--- config.mk ---
export PLATFORM = sky130hd
export DESIGN_NAME = hci_queue
export DESIGN_NICKNAME = d
export VERILOG_FILES = /design/src/hdl/hci_pkg.sv /design/src/hdl/hci_queue.sv
export SDC_FILE = /design/constraint.sdc
export NUM_CORES = 1
export LEC_CHECK = 0
export ABC_AREA = 1
export BUFFER_PORTS_ARGS = -buffer_cell sky130_fd_sc_hd__buf_2
export CORE_ASPECT_RATIO = 1.5
export CORE_MARGIN = 3
export CORE_UTILIZATION = 40
export DETAILED_ROUTE_END_ITERATION = 6
export HOLD_SLACK_MARGIN = 0.08
export PLACE_DENSITY = 0.68
export SLEW_MARGIN = 20
export SYNTH_ARGS = -nofsm -noshare
export SYNTH_HDL_FRONTEND = slang
export SYNTH_SLANG_ARGS = --single-unit
--- constraint.sdc ---
create_clock -name clk -period 2.8 [get_ports clk]
set_input_delay 0.14 -clock clk [delete_from_list [all_inputs] [get_ports clk]]
set_output_delay 0.14 -clock clk [all_outputs]
set_load 0.01 [all_outputs]
--- src/hdl/hci_pkg.sv ---
package hci_pkg;

  // field widths
  localparam int COLOR_W = 24;
  localparam int PCT_W = 7;
  localparam int FRAC_BITS_DEF = 16;

  // fixed divisors and percent limit
  localparam logic [PCT_W-1:0] PCT_FULL = 7'd100;
  localparam logic [10:0] LIGHT_DEN = 11'd510;
  localparam logic [6:0] PCT_DEN = 7'd100;

  // queue between front and back
  localparam int QUEUE_DEPTH = 4;
  localparam int QUEUE_AW = 2;

  // ramp segment of a hue channel
  typedef enum logic [1:0] {
    SEG_RISE,
    SEG_HIGH,
    SEG_FALL,
    SEG_LOW
  } hci_seg_t;

  // queue status seen by both sides
  typedef struct packed {
    logic full;
    logic empty;
  } hci_qstat_t;

  // per colour values ahead of the dividers
  typedef struct packed {
    logic [8:0]  sum;
    logic [7:0]  d;
    logic [10:0] n;
    logic [7:0]  den_s;
    logic [10:0] sixd;
    logic        grey;
  } hci_rgb_info_t;

  // max, min and hue numerator of one colour
  function automatic hci_rgb_info_t hci_rgb_info(input logic [COLOR_W-1:0] c);
    logic [7:0] r, g, b, mx, mn, d;
    logic [10:0] sixd;
    logic signed [11:0] n;
    hci_rgb_info_t o;
    r = c[7:0];
    g = c[15:8];
    b = c[23:16];
    mx = r;
    if (g > mx) mx = g;
    if (b > mx) mx = b;
    mn = r;
    if (g < mn) mn = g;
    if (b < mn) mn = b;
    d = mx - mn;
    sixd = 11'({3'b0, d}) * 11'd6;
    o.sum = {1'b0, mx} + {1'b0, mn};
    o.grey = (mx == mn);
    o.den_s = (o.sum < 9'd255) ? o.sum[7:0] : 8'(9'd510 - o.sum);
    if (r == mx) begin
      n = $signed({4'b0, g}) - $signed({4'b0, b});
    end else if (g == mx) begin
      n = $signed({3'b0, d, 1'b0}) + $signed({4'b0, b}) - $signed({4'b0, r});
    end else begin
      n = $signed({2'b0, d, 2'b0}) + $signed({4'b0, r}) - $signed({4'b0, g});
    end
    if (n < 0) n = n + $signed({1'b0, sixd});
    o.n = 11'(n);
    o.d = d;
    o.sixd = sixd;
    return o;
  endfunction

endpackage

--- src/hdl/hci_queue.sv ---
module hci_queue
  import hci_pkg::*;
#(
  parameter int DW = 76
) (
  input  logic          clk,
  input  logic          rst_n,
  input  logic          push,
  input  logic [DW-1:0] wdata,
  input  logic          pop,
  output logic [DW-1:0] rdata,
  output hci_qstat_t    stat
);

  logic [DW-1:0]       mem_r [QUEUE_DEPTH];
  logic [QUEUE_AW-1:0] wr_ptr_r, wr_ptr_nxt;
  logic [QUEUE_AW-1:0] rd_ptr_r, rd_ptr_nxt;
  logic [QUEUE_AW:0]   count_r, count_nxt;

  // pointer and fill count update
  always_comb begin
    wr_ptr_nxt = push ? wr_ptr_r + 1'b1 : wr_ptr_r;
    rd_ptr_nxt = pop ? rd_ptr_r + 1'b1 : rd_ptr_r;
    count_nxt = count_r + (QUEUE_AW+1)'(push) - (QUEUE_AW+1)'(pop);
  end

  always_ff @(posedge clk) begin
    if (!rst_n) begin
      wr_ptr_r <= '0;
      rd_ptr_r <= '0;
      count_r <= '0;
    end else begin
      wr_ptr_r <= wr_ptr_nxt;
      rd_ptr_r <= rd_ptr_nxt;
      count_r <= count_nxt;
    end
  end

  // storage
  always_ff @(posedge clk) begin
    if (push) mem_r[wr_ptr_r] <= wdata;
  end

  assign rdata = mem_r[rd_ptr_r];
  assign stat.full = (count_r == (QUEUE_AW+1)'(QUEUE_DEPTH));
  assign stat.empty = (count_r == '0);

endmodule

After elaboration in Yosys (flattened, before gate mapping). Memories as Yosys holds them, arrays and structs flattened. A register that Yosys moved wholly into a read port is not among the register bits. Index checks and enable logic that the tools add are counted.

$add $sub $neg: 4. Equality and inequality tests: 1. Multiplexer cells: 4. Reduce and logical (&&, ||, !) cells: 1.

Operators with widths (count): $add 2x1->2 const B (2); $mux 2 (2); $add 3x1->3 (1); $eq 3x3->1 const B (1); $logic_not 3->1 (1); $sub 3x1->3 (1); $mux 1 (2).

Register bits after elaboration: 7. Memory bits (writable): 304. Bits of input ports: 80. Output and inout bits: 78. Word-level logic and storage cells: 14. Memories kept: 1.

Memories: mem_r (words 4, width 76, read ports 1, clocked after memory_dff 1, write ports 1, RTL line hci_queue.sv:15) `logic [DW-1:0] mem_r [QUEUE_DEPTH];`.

Depth between registers and ports, before layout. Gate-level depths: netlist of run 1.

Depth after elaboration: 3. Mapped depth: 9. Mapped depth without buffers: 9.

Least setup slack after synthesis of run 1. Ideal clock, no wire load.

Kind: reg-to-reg. Start point: reg wr_ptr_r[0]. End point: mem mem_r[2][0], enable pin. Setup time: 0.430 ns. Arrival time: 2.062 ns. Required time: 2.370 ns. Path slack: 0.309 ns. Stages on the path, launching flop included: 5. Path buffers: 0. Period minus slack after synthesis: 2.491 ns. Path through: dfxtp_1 inv_1 ha_1 nand2_1 inv_1.

RTL lines: start, declared (RTL line hci_queue.sv:16) `logic [QUEUE_AW-1:0] wr_ptr_r, wr_ptr_nxt;`; start signal, assigned (RTL line hci_queue.sv:33) `wr_ptr_r <= wr_ptr_nxt;`; end, declared (RTL line hci_queue.sv:15).

Straight into the memory's write port.

==> out/qor.txt, run 1 <==
status - finished clean
max cap viols - 0
PnR Total Power - 10,300 uW
Sw Pwr - 2390 uW
synth-to-layout area growth - 21.2%
Layout Nets - 1,259
fin crit share - 0.833
share of total power in combinational logic - 0.111
met2 WL post-DR - 13.0 mm
antenna viol nets, final - 0
Multi-input gate area - 2590 sq um
Max-slew headroom - 0.532
Setup Skew - 0.00653 ns
1st-iter DRT viols - 524
Crit Reg-Reg Endpoint - mem_r[3][74]
initial antenna violation count - 1
Syn Area/Cell - 13.8 sq um
sequential share of power - 0.524
Yosys cell types - 20
worst slack, placed - 0.977 ns
Slew @ Worst Pin - 0.702 ns
Remaining DRCs - 0
Pwr Density - 657 nW/um^2
Initial Util - 0.407
CP Depth - 5
Via density - 4.73
setup ws final - 0.467 ns
Hold WS - 0.344 ns
vias in the first global route - 7,687
post-place instance area - 14,000 sq um
Die Width - 153 microns
mapped cell area - 13,000 sq um
CP bufs+invs - 2
Slowest cell on crit path - dfxtp_4
clk buf depth - 3
CP peak stage delay - 0.69 ns
CP arrival - 2.19 ns
register area share after synthesis - 0.716
largest net degree at the start of global routing - 78
CTS Buf Count - 28
Setup TNS Final - 0 ns
Post-CTS Setup Bufs - 0
Pins Over Slew Limit - 0
syn_nets - 1,030
Crit path required time - 2.66 ns
CP startpoint kind - register
cell internal pwr - 7960 uW
total grt overflow - 0
core box area - 31,900 sq um
Worst Reg-to-Reg Cells - 4
Final Hold Fails - 0
fin area - 15,800 sq um
clk root buf - clkbuf_16
Peak VDD IR - 493 uV
Hold WC Path Type - in -> reg
CTS resizes - 0
final setup fails - 0
Worst-path clk slew - 0.06 ns
Max Fclk - 0.429 GHz
crit-path max FO - 77
FP Rows - 80
layout cells sized above 1 - 0.271
register area - 9320 sq um
IO Pins - 158
via count - 7,593
Clock Sink Count - 313
Leak Pwr - 0.00605 uW
drt total wl - 25.1 mm
R2R Path Start - wr_ptr_r[0]
Buffers on Ports - 157
Critical Path Sink Type - primary output
Critical Path Sink - rdata[34]
CP cell instances - buf_12 -> a21oi_2 -> o21ai_1 -> nand2_1 -> buf_2
RSZ-0062 raised after global routing - no
hold buffers post-CTS - 80
register bit total from synthesis - 313
GRT Util Overall - 0.140
CTS tree - yes
Clk pwr share - 0.365
top sig layer - met4
global-route wire length before repair - 39.2 mm
later-pin clock latency in the skew report - 0.55 ns
crit path kind - reg -> out
Sw Share - 0.231
Die Y - 227 microns
Syn Inst Count - 943
number of synthesis warnings - 0
die area - 34,700 sq um
metal1 wirelength - 10.5 mm
minimum clock period - 2.33 ns
r2r setup slk - 0.98 ns
met3 wire len - 895 microns
DR WL/cell - 15.7 microns
DP HPWL - 14.5 mm
drt first pass iters - 4
routability congestion estimate - 0.725
CTS H-tree lvls - 1
Layout fillers - 2,700
Top Family by Delay on Critical Path - flip-flops
## per-layer routing
metal / vias to the layer above / global-route usage
met5: - / 0
met4: 0 / 0.0538
met3: 45 / 0.0237
met2: 133 / 0.251
met1: 3684 / 0.169
li1: 3731 / -
## sequential cells by signal (all words and copies together), names as in the netlist, named ones only
name and cells:
mem_r 304, count_r 3, rd_ptr_r 2, wr_ptr_r 2
## synth_stat cells
library cell  instances  area (sq um)
o21ai_0              32           160
o21ai_1              48           240
ha_1                  6          75.1
nand2_1             162           608
inv_1               168           631
buf_6                22           248
dfxtp_1               9           180
buf_12                4          80.1
nand3_1               1          5.00
o211ai_2             68           851
buf_4                 8          60.1
nor3_1                1          5.00
fa_1                  1          20.0
a21oi_2              40           350
o211ai_1              8          60.1
a21oi_1              42           210
edfxtp_1            304          9130
buf_2                14          70.1
clkbuf_1              3          11.3
nor2_1                2          7.51
## kinds of logic (layout without fill, tap and decap cells)
group	count (synthesis)	after routing	synth area share
buffers and inverters	219	470	0.0846
DFF	313	313	0.716
other	0	1	0
AOI/OAI and AO/OA	238	238	0.144
and+or+nand+nor	166	166	0.0481
adders and majority gates	7	7	0.00731
## worst min-delay path by stage
stage,startpoint,end,slack [ns],cells after the start
3_5_place_dp,wdata[65],mem_r[3][65],0.36,1
5_1_grt,wdata[7],mem_r[3][7],0.34,2
6_report,wdata[23],mem_r[3][23],0.34,2
3_3_place_gp,wdata[65],mem_r[3][65],0.36,1
4_1_cts,wdata[23],mem_r[1][23],0.32,2
2_1_floorplan,pop,register,0.23,1
## final cells by class
cell class                      instances  share of cell area
Clock inverter                         18              0.0104
Tap cell                              410              0.0326
Multi-Input combinational cell        411               0.165
Sequential cell                       313               0.591
Antenna cell                            1            0.000159
Inverter                              168              0.0403
Clock buffer                           34              0.0473
Timing Repair Buffer                  250               0.113
## stage by stage
step | instances | utilization
after floorplan | 943 | -
after global placement | 1472 | 0.440
after detailed placement | 1472 | 0.440
after CTS | 1604 | 0.493
after global routing | 1605 | 0.493
final | 1605 | 0.493
## cells in the final DEF (no fill, tap or decap), types with 3 or more instances in the layout
cell	instances
clkinv_1	8
o21ai_1	48
inv_1	164
edfxtp_1	304
a21oi_2	40
nand2_1	162
buf_2	157
a21oi_1	42
clkbuf_16	29
buf_4	5
o211ai_2	68
o21ai_0	32
dlygate4sd3_1	80
o211ai_1	8
buf_12	8
bufinv_16	3
clkinv_2	8
dfxtp_1	7
ha_1	6
clkbuf_1	5
## power by group through the flow
| stage | Combinational (uW) | Clock (uW) | Sequential, uW |
|---|---|---|---|
| CTS | 1170 | 3870 | 5430 |
| floorplan | 701 | 0 | 5510 |
| global placement | 1050 | 0 | 5520 |
| finish | 1150 | 3770 | 5420 |
| global route | 1280 | 4030 | 5440 |
| detailed placement | 1080 | 0 | 5530 |
No activity file was read; power rests on OpenSTA's default activity.
==> run 2, diff against run 1 <==
==> constraint.sdc (replaced) <==
create_clock -name clk -period 2.37 [get_ports clk]
set_input_delay 0.1185 -clock clk [delete_from_list [all_inputs] [get_ports clk]]
set_output_delay 0.1185 -clock clk [all_outputs]
set_load 0.01 [all_outputs]
==> out/qor.txt, run 2 (same netlist as run 1, synthesis figures left out) <==
RSZ-0062 raised after global routing - no
initial antenna violation count - 1 (unchanged)
synth-to-layout area growth - 22.2%
Via density - 4.79 (+1.3%)
most common cell after layout, fill and taps aside - edfxtp_1
Clock Sink Count - 313 (unchanged)
max reg flops - 304 (unchanged)
GRT Util Overall - 0.148 (+0.00770)
most frequent cells in the layout - 304 x edfxtp_1, 164 x inv_1, 162 x nand2_1
Hold WS - 0.331 ns (-0.0130 ns)
Peak VDD IR - 478 uV (-3.1%)
DP HPWL - 16.1 mm (+11%)
largest register by flop count - mem_r
Crit path required time - 2.25 ns (-0.41 ns)
DR WL/cell - 16.3 microns (+4.1%)
Worst-path clk slew - 0.06 ns (about the same)
CTS tree - yes
Leak Pwr - 0.00608 uW (+0.49%)
layout cells sized above 1 - 0.277 (+0.00601)
hold path cells - 2 (unchanged)
Buffers on Ports - 157 (unchanged)
CP arrival - 2.04 ns (-0.15 ns)
Setup TNS Final - 0 ns (unchanged)
minimum clock period - 2.16 ns
Die Y - 227 microns (unchanged)
CTS H-tree lvls - 1 (unchanged)
drt first pass iters - 4 (unchanged)
die area - 34,700 sq um (unchanged)
clk buf depth - 3 (unchanged)
met1 Usage GRT - 0.165 (-0.00386)
crit-path max FO - 61 (-21%)
fin crit share - 0.912
crit path kind - reg -> out
Pins Over Slew Limit - 0 (unchanged)
status - finished clean
Hold WC Path Type - in -> reg
Critical Path Sink Type - primary output
FP Rows - 80 (unchanged)
Final Hold Fails - 0 (unchanged)
Worst Reg-to-Reg Cells - 9 (+5)
total grt overflow - 0 (unchanged)
1st-iter DRT viols - 439 (-16%)
Die Width - 153 microns (unchanged)
most used routing layer - met2
IO Pins - 158 (unchanged)
global-route wire length before repair - 41.0 mm (+4.7%)
M2 GR Usage - 0.275 (+0.0238)
final setup fails - 0 (unchanged)
core box area - 31,900 sq um (unchanged)
Layout Nets - 1,262 (+0.24%)
antenna viol nets, final - 0 (unchanged)
Slew @ Worst Pin - 0.484 ns (-0.218 ns)
drt total wl - 26.2 mm (+4.3%)
largest net degree at the start of global routing - 77 (-1.3%)
clk root buf - clkbuf_16
M3 GR Usage - 0.0277 (+0.00401)
later-pin clock latency in the skew report - 0.54 ns (about the same)
Pwr Density - 788 nW/um^2 (+20%)
CP startpoint kind - register
CTS Buf Count - 29 (+3.6%)
Setup Skew - 0.0166 ns (+0.0101 ns)
biggest regs - mem_r x304, count_r x3
via count - 7,712 (+1.6%)
Remaining DRCs - 0 (unchanged)
vias in the first global route - 7,900 (+2.8%)
Max-slew headroom - 0.677 (+0.145)
Initial Util - 0.407 (unchanged)
max cap viols - 0 (unchanged)
routability congestion estimate - 0.731 (+0.81%)
Final Util - 0.497 (+0.00404)
Max Fclk - 0.462 GHz
run 2: repair_timing:
action / 4_1_cts / 5_1_grt
gates resized for setup: 0 / 0
hold buffers: 80 / 0
setup endpoints to repair: 0 / 0
hold endpoints to repair: 313 / 0
buffers inserted: 0 / 0
run 2: cell type report:
class / instances / area, sq um
fillers: 2702 / 16000
clock inverters: 22 / 239
multi-input cells: 411 / 2590
repair buffers: 252 / 1840
inverters: 168 / 646
diodes: 2 / 5.00
clock buffers: 31 / 733
flip-flops and latches: 313 / 9320
well taps: 410 / 513
run 2: path summary, 6_finish.rpt:
path | start | to | slack [ns]
worst min-delay path | wdata[53] | mem_r[0][53] | 0.33
worst max register to register | count_r[0] | count_r[2] | 0.74
worst min register to register | rd_ptr_r[1] | register | 0.46
worst max-delay path | register | rdata[73] | 0.21
run 2: per-layer routing:
layer / wire, microns / vias up
met1: 10100 / 3765
met3: 1170 / 54
met4: 1020 / 0
met2: 13900 / 154
met5: 0 / -
li1: - / 3739
run 2: metrics by stage:
stage / worst slack (ns) / cell area, sq um / instances / total power, uW
finish: 0.208 / 15900 / 1609 / 12500
global route: 0.0695 / 15900 / 1608 / 13000
CTS: 0.178 / 15900 / 1607 / 12700
detailed placement: 0.728 / 14100 / 1474 / 7840
global placement: 0.729 / 14100 / 1474 / 7810
floorplan: 0.183 / 13000 / 943 / 7340
run 2: power by group:
group / leakage (uW) / internal [uW] / total [uW] / switching [uW]
registers: 0.00287 / 6330 / 6400 / 75.6
logic: 0.00274 / 527 / 1390 / 859
clock network: 0.000472 / 2780 / 4720 / 1940
run 2: worst max-delay path, stage by stage (launching register included):
cell and delay [ns]:
dfxtp_4 0.41, buf_12 0.27, buf_12 0.31, a21oi_1 0.11, o21ai_0 0.08, nand2_1 0.11, buf_2 0.15
