==> config.mk <==
export PLATFORM = sky130hd
export DESIGN_NAME = hci_back
export DESIGN_NICKNAME = d
export VERILOG_FILES = /design/src/hdl/hci_pkg.sv /design/src/hdl/hci_back.sv
export SDC_FILE = /design/constraint.sdc
export NUM_CORES = 2
export LEC_CHECK = 0
export BUFFER_PORTS_ARGS = -buffer_cell sky130_fd_sc_hd__buf_2
export CAP_MARGIN = 20
export CORE_UTILIZATION = 35
export CTS_CLUSTER_SIZE = 12
export DETAILED_ROUTE_END_ITERATION = 6
export PLACE_DENSITY = 0.49
export SYNTH_ARGS = -nofsm -noshare
export SYNTH_HDL_FRONTEND = slang
export SYNTH_SLANG_ARGS = --single-unit
==> constraint.sdc <==
create_clock -name clk -period 16.1 [get_ports clk]
set_input_delay 3.22 -clock clk [delete_from_list [all_inputs] [get_ports clk]]
set_output_delay 3.22 -clock clk [all_outputs]
set_load 0.03 [all_outputs]
==> src/hdl/hci_pkg.sv <==
package hci_pkg;

  // field widths
  localparam int COLOR_W = 24;
  localparam int PCT_W = 7;
  localparam int FRAC_BITS_DEF = 16;

  // fixed divisors and percent limit
  localparam logic [PCT_W-1:0] PCT_FULL = 7'd100;
  localparam logic [10:0] LIGHT_DEN = 11'd510;
  localparam logic [6:0] PCT_DEN = 7'd100;

  // queue between front and back
  localparam int QUEUE_DEPTH = 4;
  localparam int QUEUE_AW = 2;

  // ramp segment of a hue channel
  typedef enum logic [1:0] {
    SEG_RISE,
    SEG_HIGH,
    SEG_FALL,
    SEG_LOW
  } hci_seg_t;

  // queue status seen by both sides
  typedef struct packed {
    logic full;
    logic empty;
  } hci_qstat_t;

  // per colour values ahead of the dividers
  typedef struct packed {
    logic [8:0]  sum;
    logic [7:0]  d;
    logic [10:0] n;
    logic [7:0]  den_s;
    logic [10:0] sixd;
    logic        grey;
  } hci_rgb_info_t;

  // max, min and hue numerator of one colour
  function automatic hci_rgb_info_t hci_rgb_info(input logic [COLOR_W-1:0] c);
    logic [7:0] r, g, b, mx, mn, d;
    logic [10:0] sixd;
    logic signed [11:0] n;
    hci_rgb_info_t o;
    r = c[7:0];
    g = c[15:8];
    b = c[23:16];
    mx = r;
    if (g > mx) mx = g;
    if (b > mx) mx = b;
    mn = r;
    if (g < mn) mn = g;
    if (b < mn) mn = b;
    d = mx - mn;
    sixd = 11'({3'b0, d}) * 11'd6;
    o.sum = {1'b0, mx} + {1'b0, mn};
    o.grey = (mx == mn);
    o.den_s = (o.sum < 9'd255) ? o.sum[7:0] : 8'(9'd510 - o.sum);
    if (r == mx) begin
      n = $signed({4'b0, g}) - $signed({4'b0, b});
    end else if (g == mx) begin
      n = $signed({3'b0, d, 1'b0}) + $signed({4'b0, b}) - $signed({4'b0, r});
    end else begin
      n = $signed({2'b0, d, 2'b0}) + $signed({4'b0, r}) - $signed({4'b0, g});
    end
    if (n < 0) n = n + $signed({1'b0, sixd});
    o.n = 11'(n);
    o.d = d;
    o.sixd = sixd;
    return o;
  endfunction

endpackage

==> src/hdl/hci_back.sv <==
module hci_back
  import hci_pkg::*;
#(
  parameter int FRAC_BITS = FRAC_BITS_DEF
) (
  input  logic                   clk,
  input  logic                   rst_n,
  input  hci_qstat_t             q_stat,
  input  logic [3*FRAC_BITS+3+COLOR_W:0] q_data,
  output logic                   q_pop,
  output logic                   out_valid,
  input  logic                   out_stall,
  output logic [COLOR_W-1:0]     out_mixed_color
);

  localparam int W = FRAC_BITS + 1;
  localparam int CW = W + 6;
  localparam logic [W-1:0] ONE = {1'b1, {FRAC_BITS{1'b0}}};
  localparam logic [W-1:0] HALF = W'(2 ** (FRAC_BITS - 1));
  localparam logic [W-1:0] THIRD = W'((2 ** FRAC_BITS) / 3);
  localparam logic [W-1:0] TWO_THIRDS = W'((2 ** (FRAC_BITS + 1)) / 3);

  logic en;

  logic [W-1:0]       hd_h, hd_s, hd_l;
  logic               hd_byp;
  logic [COLOR_W-1:0] hd_color;
  logic [W:0]         hr_sum;
  logic [W-1:0]       hue_v [3];

  logic               b1_valid_r;
  logic [W-1:0]       b1_h_r [3];
  logic [W-1:0]       b1_l_r, b1_s_r;
  logic [2*W-1:0]     b1_ls_r;
  logic               b1_byp_r;
  logic [COLOR_W-1:0] b1_color_r;

  logic [W-1:0]        lsh;
  logic [W:0]          m2;
  logic signed [W+1:0] m1;
  logic [W+1:0]        span;
  hci_seg_t            seg [3];
  logic [W-1:0]        tv  [3];

  logic                b2_valid_r;
  logic signed [W+1:0] b2_m1_r;
  logic [W:0]          b2_m2_r;
  logic [W+1:0]        b2_span_r;
  hci_seg_t            b2_seg_r [3];
  logic [W-1:0]        b2_t_r [3];
  logic [W-1:0]        b2_l_r;
  logic                b2_grey_r, b2_byp_r;
  logic [COLOR_W-1:0]  b2_color_r;

  logic                b3_valid_r;
  logic signed [W+1:0] b3_m1_r;
  logic [W:0]          b3_m2_r;
  logic [2*W+1:0]      b3_prod_r [3];
  hci_seg_t            b3_seg_r [3];
  logic [W-1:0]        b3_l_r;
  logic                b3_grey_r, b3_byp_r;
  logic [COLOR_W-1:0]  b3_color_r;

  logic signed [CW-1:0] cv [3];
  logic                 b4_valid_r;
  logic signed [CW-1:0] b4_c_r [3];
  logic                 b4_byp_r;
  logic [COLOR_W-1:0]   b4_color_r;

  logic [7:0]           byte_v [3];
  logic                 b5_valid_r;
  logic [COLOR_W-1:0]   b5_color_r;

  // whole back moves when the output register can take a word
  assign en = !b5_valid_r || !out_stall;
  assign q_pop = en && !q_stat.empty;

  assign {hd_byp, hd_color, hd_h, hd_s, hd_l} = q_data;

  // hue arguments for red, green and blue
  always_comb begin
    hr_sum = {1'b0, hd_h} + {1'b0, THIRD};
    hue_v[0] = (hr_sum > {1'b0, ONE}) ? W'(hr_sum - {1'b0, ONE}) : W'(hr_sum);
    hue_v[1] = hd_h;
    hue_v[2] = (hd_h < THIRD) ? W'({1'b0, hd_h} + {1'b0, ONE} - {1'b0, THIRD})
                              : hd_h - THIRD;
  end

  always_ff @(posedge clk) begin
    if (!rst_n) begin
      b1_valid_r <= 1'b0;
      b2_valid_r <= 1'b0;
      b3_valid_r <= 1'b0;
      b4_valid_r <= 1'b0;
      b5_valid_r <= 1'b0;
    end else if (en) begin
      b1_valid_r <= !q_stat.empty;
      b2_valid_r <= b1_valid_r;
      b3_valid_r <= b2_valid_r;
      b4_valid_r <= b3_valid_r;
      b5_valid_r <= b4_valid_r;
    end
  end

  // lightness times saturation
  always_ff @(posedge clk) begin
    if (en) begin
      for (int k = 0; k < 3; k++) b1_h_r[k] <= hue_v[k];
      b1_l_r <= hd_l;
      b1_s_r <= hd_s;
      b1_ls_r <= (2*W)'(hd_l) * (2*W)'(hd_s);
      b1_byp_r <= hd_byp;
      b1_color_r <= hd_color;
    end
  end

  // m1, m2 and the ramp segment of each channel
  always_comb begin
    lsh = W'(b1_ls_r >> FRAC_BITS);
    if (b1_l_r <= HALF) begin
      m2 = {1'b0, b1_l_r} + {1'b0, lsh};
    end else begin
      m2 = {1'b0, b1_l_r} + {1'b0, b1_s_r} - {1'b0, lsh};
    end
    m1 = $signed({1'b0, b1_l_r, 1'b0}) - $signed({1'b0, m2});
    span = ($signed({1'b0, m2}) > m1) ? $unsigned($signed({1'b0, m2}) - m1) : '0;
    for (int k = 0; k < 3; k++) begin
      if ((W+3)'(b1_h_r[k]) * (W+3)'(6) < (W+3)'(ONE)) begin
        seg[k] = SEG_RISE;
        tv[k] = b1_h_r[k];
      end else if (((W+3)'(b1_h_r[k]) << 1) < (W+3)'(ONE)) begin
        seg[k] = SEG_HIGH;
        tv[k] = '0;
      end else if ((W+3)'(b1_h_r[k]) * (W+3)'(3) < ((W+3)'(ONE) << 1)) begin
        seg[k] = SEG_FALL;
        tv[k] = (TWO_THIRDS >= b1_h_r[k]) ? TWO_THIRDS - b1_h_r[k] : '0;
      end else begin
        seg[k] = SEG_LOW;
        tv[k] = '0;
      end
    end
  end

  always_ff @(posedge clk) begin
    if (en) begin
      b2_m1_r <= m1;
      b2_m2_r <= m2;
      b2_span_r <= span;
      for (int k = 0; k < 3; k++) begin
        b2_seg_r[k] <= seg[k];
        b2_t_r[k] <= tv[k];
      end
      b2_l_r <= b1_l_r;
      b2_grey_r <= (b1_s_r == '0);
      b2_byp_r <= b1_byp_r;
      b2_color_r <= b1_color_r;
    end
  end

  // ramp products
  always_ff @(posedge clk) begin
    if (en) begin
      b3_m1_r <= b2_m1_r;
      b3_m2_r <= b2_m2_r;
      for (int k = 0; k < 3; k++) begin
        b3_prod_r[k] <= (2*W+2)'(b2_span_r) * (2*W+2)'(b2_t_r[k]);
        b3_seg_r[k] <= b2_seg_r[k];
      end
      b3_l_r <= b2_l_r;
      b3_grey_r <= b2_grey_r;
      b3_byp_r <= b2_byp_r;
      b3_color_r <= b2_color_r;
    end
  end

  // channel value from its segment
  always_comb begin
    for (int k = 0; k < 3; k++) begin
      logic [2*W+4:0] p6;
      p6 = ((2*W+5)'(b3_prod_r[k]) << 2) + ((2*W+5)'(b3_prod_r[k]) << 1);
      if (b3_grey_r) begin
        cv[k] = $signed(CW'(b3_l_r));
      end else begin
        case (b3_seg_r[k])
          SEG_RISE, SEG_FALL: cv[k] = CW'(b3_m1_r) + $signed(CW'(p6 >> FRAC_BITS));
          SEG_HIGH:           cv[k] = $signed(CW'(b3_m2_r));
          SEG_LOW:            cv[k] = CW'(b3_m1_r);
          default:            cv[k] = CW'(b3_m1_r);
        endcase
      end
    end
  end

  always_ff @(posedge clk) begin
    if (en) begin
      for (int k = 0; k < 3; k++) b4_c_r[k] <= cv[k];
      b4_byp_r <= b3_byp_r;
      b4_color_r <= b3_color_r;
    end
  end

  // clamp and scale to bytes
  always_comb begin
    for (int k = 0; k < 3; k++) begin
      logic [W-1:0] cc;
      logic [W+7:0] sc;
      logic [8:0]   vv;
      if (b4_c_r[k] < 0) begin
        cc = '0;
      end else if (b4_c_r[k] > $signed(CW'(ONE))) begin
        cc = ONE;
      end else begin
        cc = W'(b4_c_r[k]);
      end
      sc = ((W+8)'(cc) << 8) - (W+8)'(cc);
      vv = 9'(sc >> FRAC_BITS);
      byte_v[k] = (vv > 9'd255) ? 8'd255 : vv[7:0];
    end
  end

  always_ff @(posedge clk) begin
    if (en) begin
      b5_color_r <= b4_byp_r ? b4_color_r : {byte_v[2], byte_v[1], byte_v[0]};
    end
  end

  assign out_valid = b5_valid_r;
  assign out_mixed_color = b5_color_r;

endmodule

-- Word level (Yosys, flattened, before mapping)
Memory sizes are Yosys's and may differ from the RTL's.
Index checks and enable logic that the tools add are counted.
- bits in registers: 325
- RAM bits: 291
- input bits: 81
- output and inout port bits: 26
- logic and storage cells: 152
- memories: 6
- $add $sub $neg: 22
- $mul: 10
- $lt $le $gt $ge: 25
- equal/unequal tests: 9
- multiplexer cells: 42
- reductions and logical operators: 12
- memory list (memory ; words ; bits a word ; rd ports ; clocked after Yosys merged registers in ; write ports ; line ; text):
    b3_prod_r ; 3 ; 36 ; 3 ; 0 ; 3 ; hci_back.sv:58 ; logic [2*W+1:0] b3_prod_r [3];
    b4_c_r ; 3 ; 23 ; 3 ; 0 ; 3 ; hci_back.sv:66 ; logic signed [CW-1:0] b4_c_r [3];
    b1_h_r ; 3 ; 17 ; 3 ; 0 ; 3 ; hci_back.sv:32 ; logic [W-1:0] b1_h_r [3];
    b2_t_r ; 3 ; 17 ; 3 ; 0 ; 3 ; hci_back.sv:50 ; logic [W-1:0] b2_t_r [3];
    b2_seg_r ; 3 ; 2 ; 3 ; 0 ; 3 ; hci_back.sv:49 ; hci_seg_t b2_seg_r [3];
    b3_seg_r ; 3 ; 2 ; 3 ; 0 ; 3 ; hci_back.sv:59 ; hci_seg_t b3_seg_r [3];
- operator list (cell ; count):
    2-to-1 mux 17 bit ; 20
    case mux 23 bit (3 select lines) ; 3
    adder 38 x 37 -> 39 bit ; 3
    multiplier 17 x 2 -> 19 bit, second input constant ; 6
    multiplier 19 x 17 -> 36 bit ; 3
    subtractor 25 x 17 -> 25 bit ; 3
    adder 19 x 23 -> 23 bit ; 3
    > comparator 23 x 18 -> 1 bit, second input constant ; 3
    < comparator 23 x 1 -> 1 bit, second input constant ; 3
    2-to-1 mux 23 bit ; 3
    < comparator 20 x 17 -> 1 bit, second input constant ; 3
    < comparator 19 x 18 -> 1 bit, second input constant ; 3
    < comparator 18 x 17 -> 1 bit, second input constant ; 3
    greater-or-equal comparator 16 x 17 -> 1 bit, first input constant ; 3
    subtractor 16 x 17 -> 17 bit, first input constant ; 3
    adder 17 x 17 -> 18 bit ; 2
    subtractor 17 x 15 -> 17 bit, second input constant ; 2
    multiplier 17 x 17 -> 33 bit ; 1
    > comparator 9 x 8 -> 1 bit, second input constant ; 3
    2-to-1 mux 24 bit ; 1
    2-to-1 mux 8 bit ; 3
    > comparator 19 bit ; 1
    subtractor 18 x 18 -> 19 bit ; 1
    subtractor 19 bit ; 1
    18 further kinds ; 40

-- Depth between registers and ports, before layout
An unclocked memory read counts as a cell.
- depth after elaboration: 8
- mapped depth: 35
- gate-level depth less buffers: 34

-- Worst setup path before layout
OpenSTA, ideal clock, no wires.
- path kind: input -> register
- start: input port out_stall
- end: register b1_byp_r, enable pin
- library setup time: 4197 ps
- arrival time: 12810 ps
- data required time: 11903 ps
- setup slack: -908 ps
- stages on the path: 1
- path buffers: 0
- path through: nand2_1
- longest elaborated chain between the ends: 2
- ends and longest elaborated chain (what ; line ; text):
    start: declaration ; hci_back.sv:12 ; input logic out_stall,
    logical NOT 1 bit ; hci_back.sv:75 ; assign en = !b5_valid_r || !out_stall;
    logical OR 1 bit ; hci_back.sv:75 ;
    end signal: assignment ; hci_back.sv:112 ; b1_byp_r <= hd_byp;
    end: declaration ; hci_back.sv:35 ; logic b1_byp_r;
Every way passes these cells.
A chain may end at the register's enable or synchronous reset.

-- Worst setup path after layout
- start: input port q_data[10]
- end: register b1_ls_r[32] (data pin)
- longest elaborated chain between the ends: 1
- ends and longest elaborated chain (what ; line ; text):
    start: declaration ; hci_back.sv:9 ; input logic [3*FRAC_BITS+3+COLOR_W:0] q_data,
    multiplier 17 x 17 -> 33 bit ; hci_back.sv:111 ; b1_ls_r <= (2*W)'(hd_l) * (2*W)'(hd_s);
    end signal: assignment ; hci_back.sv:111 ;
    end: declaration ; hci_back.sv:34 ; logic [2*W-1:0] b1_ls_r;
Every way passes these cells.

==> qor.csv <==
metric,value,unit
status,"complete, but fails checks",
violated checks,design-rule violations,
Post-CTS Hold Fix Bufs,0,
H-tree Lvls,3,
Final Setup Violations,0,
Layout Area Growth over Synthesis,8.07,%
drt drc,8,
clock-pin slew on the worst setup and hold paths,0.06,ns
worst skew pair latency,0.71,ns
CP arrival,10.20,ns
Port Buf Inserts,105,
PnR worst setup slack,6.35,ns
kind of start point of the critical path,primary input,
final WL,198,mm
vias in the first global route,54100,
dpl ws,5.57,ns
Post-synth EDFFs,589,
Hold/Removal Path Class,reg2reg,
num ports,107,
largest net degree at the start of global routing,182,
cts repair resizes,0,
Syn Std Cell Area,74700,µm²
die width,464,µm
gr ovfl total,0,
commonest register cell after synthesis,edfxtp_1,
vias after detailed routing,52700,
crit-path max cell delay,0.56,ns
hpwl dp,150,mm
Final nets,9609,
initial cell density of the core,35.2,%
Max Cap Viol,0,
asr flop ratio synth,0,%
crit path from,q_data[10],
First-pass DRT Iterations,7,
Clock Skew,0.0549,ns
Die Span Y,464,µm
RSZ-0062 raised after global routing,no,
area share of the largest cell type after synthesis,26.5,%
CTS buffer count,73,
Synth Register Bits,594,
initial antenna violation count,7,
Placer Congestion,0.851,
Worst-Margin Slew,0.998,ns
Root Buffer,clkbuf_16,
Synth Instances,7736,
"Hold Vio Cnt, Final",0,
setup TNS,0,ns
WS Path Type,in2reg,
"Cell Chain, Critical Path","buf_2, nand2_1, fa_1, inv_1, fa_1, inv_1, fa_1, fa_1, inv_1, fa_1, fa_1, ha_1, a21o_1, a211o_1, nor2_1, o21ai_0, nand4bb_1, a31oi_1, o21ai_0, o21ai_0, or4_1, a31o_2, a21oi_1, xnor2_1",
CTS tree,yes,
Max Fclk,0.103,GHz
setup bufs post-CTS,0,
Rows,169,
Post-DRT Antenna Nets,0,
core area,212000,µm²
Worst EP required,16.54,ns
min-delay src,b2_m2_r[2]$_DFFE_PN_,
Worst path slowest cell,fa_1,
largest fanout on the critical path,18,
Critical Path Most Common Cell,fa_1,
synth warn,0,
gr usage total,18.5,%
dominant cell type by area after synthesis,fa_1,
"Slew Viols, Final",0,
critical path endpoint category,register,
sequential share of the synthesized area,23.8,%
Slew HR,33.5,%
Max Buffers Root-to-Sink,3,
library cells used by synthesis,101,
reg-to-reg critical path startpoint,b2_span_r[10]$_SDFFCE_PP0N_,
crit share post-route,60.6,%
share of layout cells above drive strength 1,4.53,%
CTS Sinks,594,
Area contributors post-synth,"fa_1, edfxtp_1, ha_1",
minimum clock period,9.75,ns
first-pass GRT wire length,310,mm
post-DR wirelength/cell,18.7,µm
initial drt markers,3043,
Post-Syn Area per Cell,9.66,µm²
Die ar.,215000,µm²
Via density,4.97,
-- registers in the layout (all words and copies together), names as in the netlist, 17 cells and up --
| name | count |
|---|---|
| b2_t_r | 51 |
| b3_color_r | 24 |
| b1_l_r | 17 |
| b2_m2_r | 17 |
| b1_h_r | 51 |
| b4_color_r | 24 |
| b2_l_r | 17 |
| b1_color_r | 24 |
| b4_c_r | 69 |
| b2_m1_r | 19 |
| b3_m1_r | 19 |
| b3_prod_r | 105 |
| b3_m2_r | 17 |
| b3_l_r | 17 |
| out_mixed_color | 24 |
| b1_ls_r | 17 |
| b2_color_r | 24 |
| b2_span_r | 18 |
| b1_s_r | 17 |
-- cell usage after synthesis (10+ instances only) --
library cell and number:
nand3_1 67, nand2_1 1098, ha_1 827, nand2b_1 56, a211oi_1 30, nor3_1 89
xor2_1 85, a21oi_1 327, nand3b_1 21, o21ai_0 230, or3_1 37, mux2i_1 52
a21o_1 106, o21a_1 83, inv_1 1363, edfxtp_1 589, o21bai_1 56, o31ai_1 18
nor4_1 23, or4_1 12, a2bb2oi_1 11, or2_2 24, nor2_1 275, o22ai_1 10
xnor2_1 210, fa_1 989, and2_1 385, o211ai_1 24, nor2b_1 50, clkbuf_1 297
and3_1 27, a21boi_0 26, a31oi_1 28, nand4_1 19
-- metal layers --
metal	GRT usage (%)	vias up	share of wire (%)
li1	-	24800	-
met1	24.7	26500	45
met2	31.5	1121	48
met3	2.13	239	4.3
met4	5.01	4	2.6
met5	0	-	0.0091
-- logic make-up after synthesis --
family,count (synthesis),synth area share [%]
XOR/XNOR,296,3.48
AND/OR/NAND/NOR,2217,13.9
multiplexers,60,0.817
flip-flops,594,23.8
other,2,0.0100
adder cells (fa/ha/maj),1818,40.4
buffers and inverters,1673,8.42
AO/OA/AOI/OAI,1076,9.17
-- critical path, delay by kind of cell --
kind            cells  cell delay [ns]
buf+inv             4             0.65
simple gates        4             0.89
fa+ha+maj           7             3.37
xor+xnor            1             0.08
compound gates      8             1.95
-- through the flow --
stage | utilization (%) | area [µm²] | cells | hold slack, ns
floorplan | - | 74900 | 7772 | 0.400
global placement | 36.9 | 78300 | 10500 | 0.401
detailed placement | 36.9 | 78300 | 10500 | 0.405
CTS | 38.1 | 80800 | 10600 | 0.395
global route | 38.1 | 80800 | 10600 | 0.395
finish | 38.1 | 80800 | 10600 | 0.400
-- cell type report --
cell class              count  area (µm²)
fillers                 21200      131000
multi-input cells        5505       50800
flip-flops and latches    594       17800
inverters                1366        5130
well taps                2821        3530
clock buffers              84        1870
repair buffers            172        1040
clock inverters            43         568
diodes                      5        12.5
-- final timing paths --
kind / to / slack, ns / cells past startpoint
setup reg to reg: b3_prod_r[0][35]$_DFFE_PN_ / 7.61 / 26
setup / recovery: b1_ls_r[32]$_DFFE_PN_ / 6.35 / 24
hold / removal: b3_m2_r[2]$_DFFE_PN_ / 0.40 / 0
hold reg to reg: b3_m2_r[2]$_DFFE_PN_ / 0.40 / 0
-- placed cells by master, fill, tap and decap left out, types with 12 or more instances in the layout --
cell,instances
o21ai_0,230
nand3b_1,21
buf_4,65
nor3_1,89
nor4_1,23
a21oi_1,327
xor2_1,85
nand3_1,67
inv_1,1363
ha_1,827
o211ai_1,24
or4_1,12
edfxtp_1,589
nand2_1,1097
a21boi_0,26
clkinv_2,12
a211oi_1,29
nor2b_1,50
or2_2,24
conb_1,38
mux2i_1,52
nand4_1,19
or3_1,37
o31ai_1,18
buf_2,105
nor2_1,275
a21o_1,106
fa_1,989
and3_1,27
o21bai_1,56
o21a_1,83
a31oi_1,28
nand2b_1,56
clkbuf_16,73
and2_1,385
xnor2_1,210
Power is not shown: default switching activity piles up to over one toggle a cycle in this logic, so the estimate is an artifact.
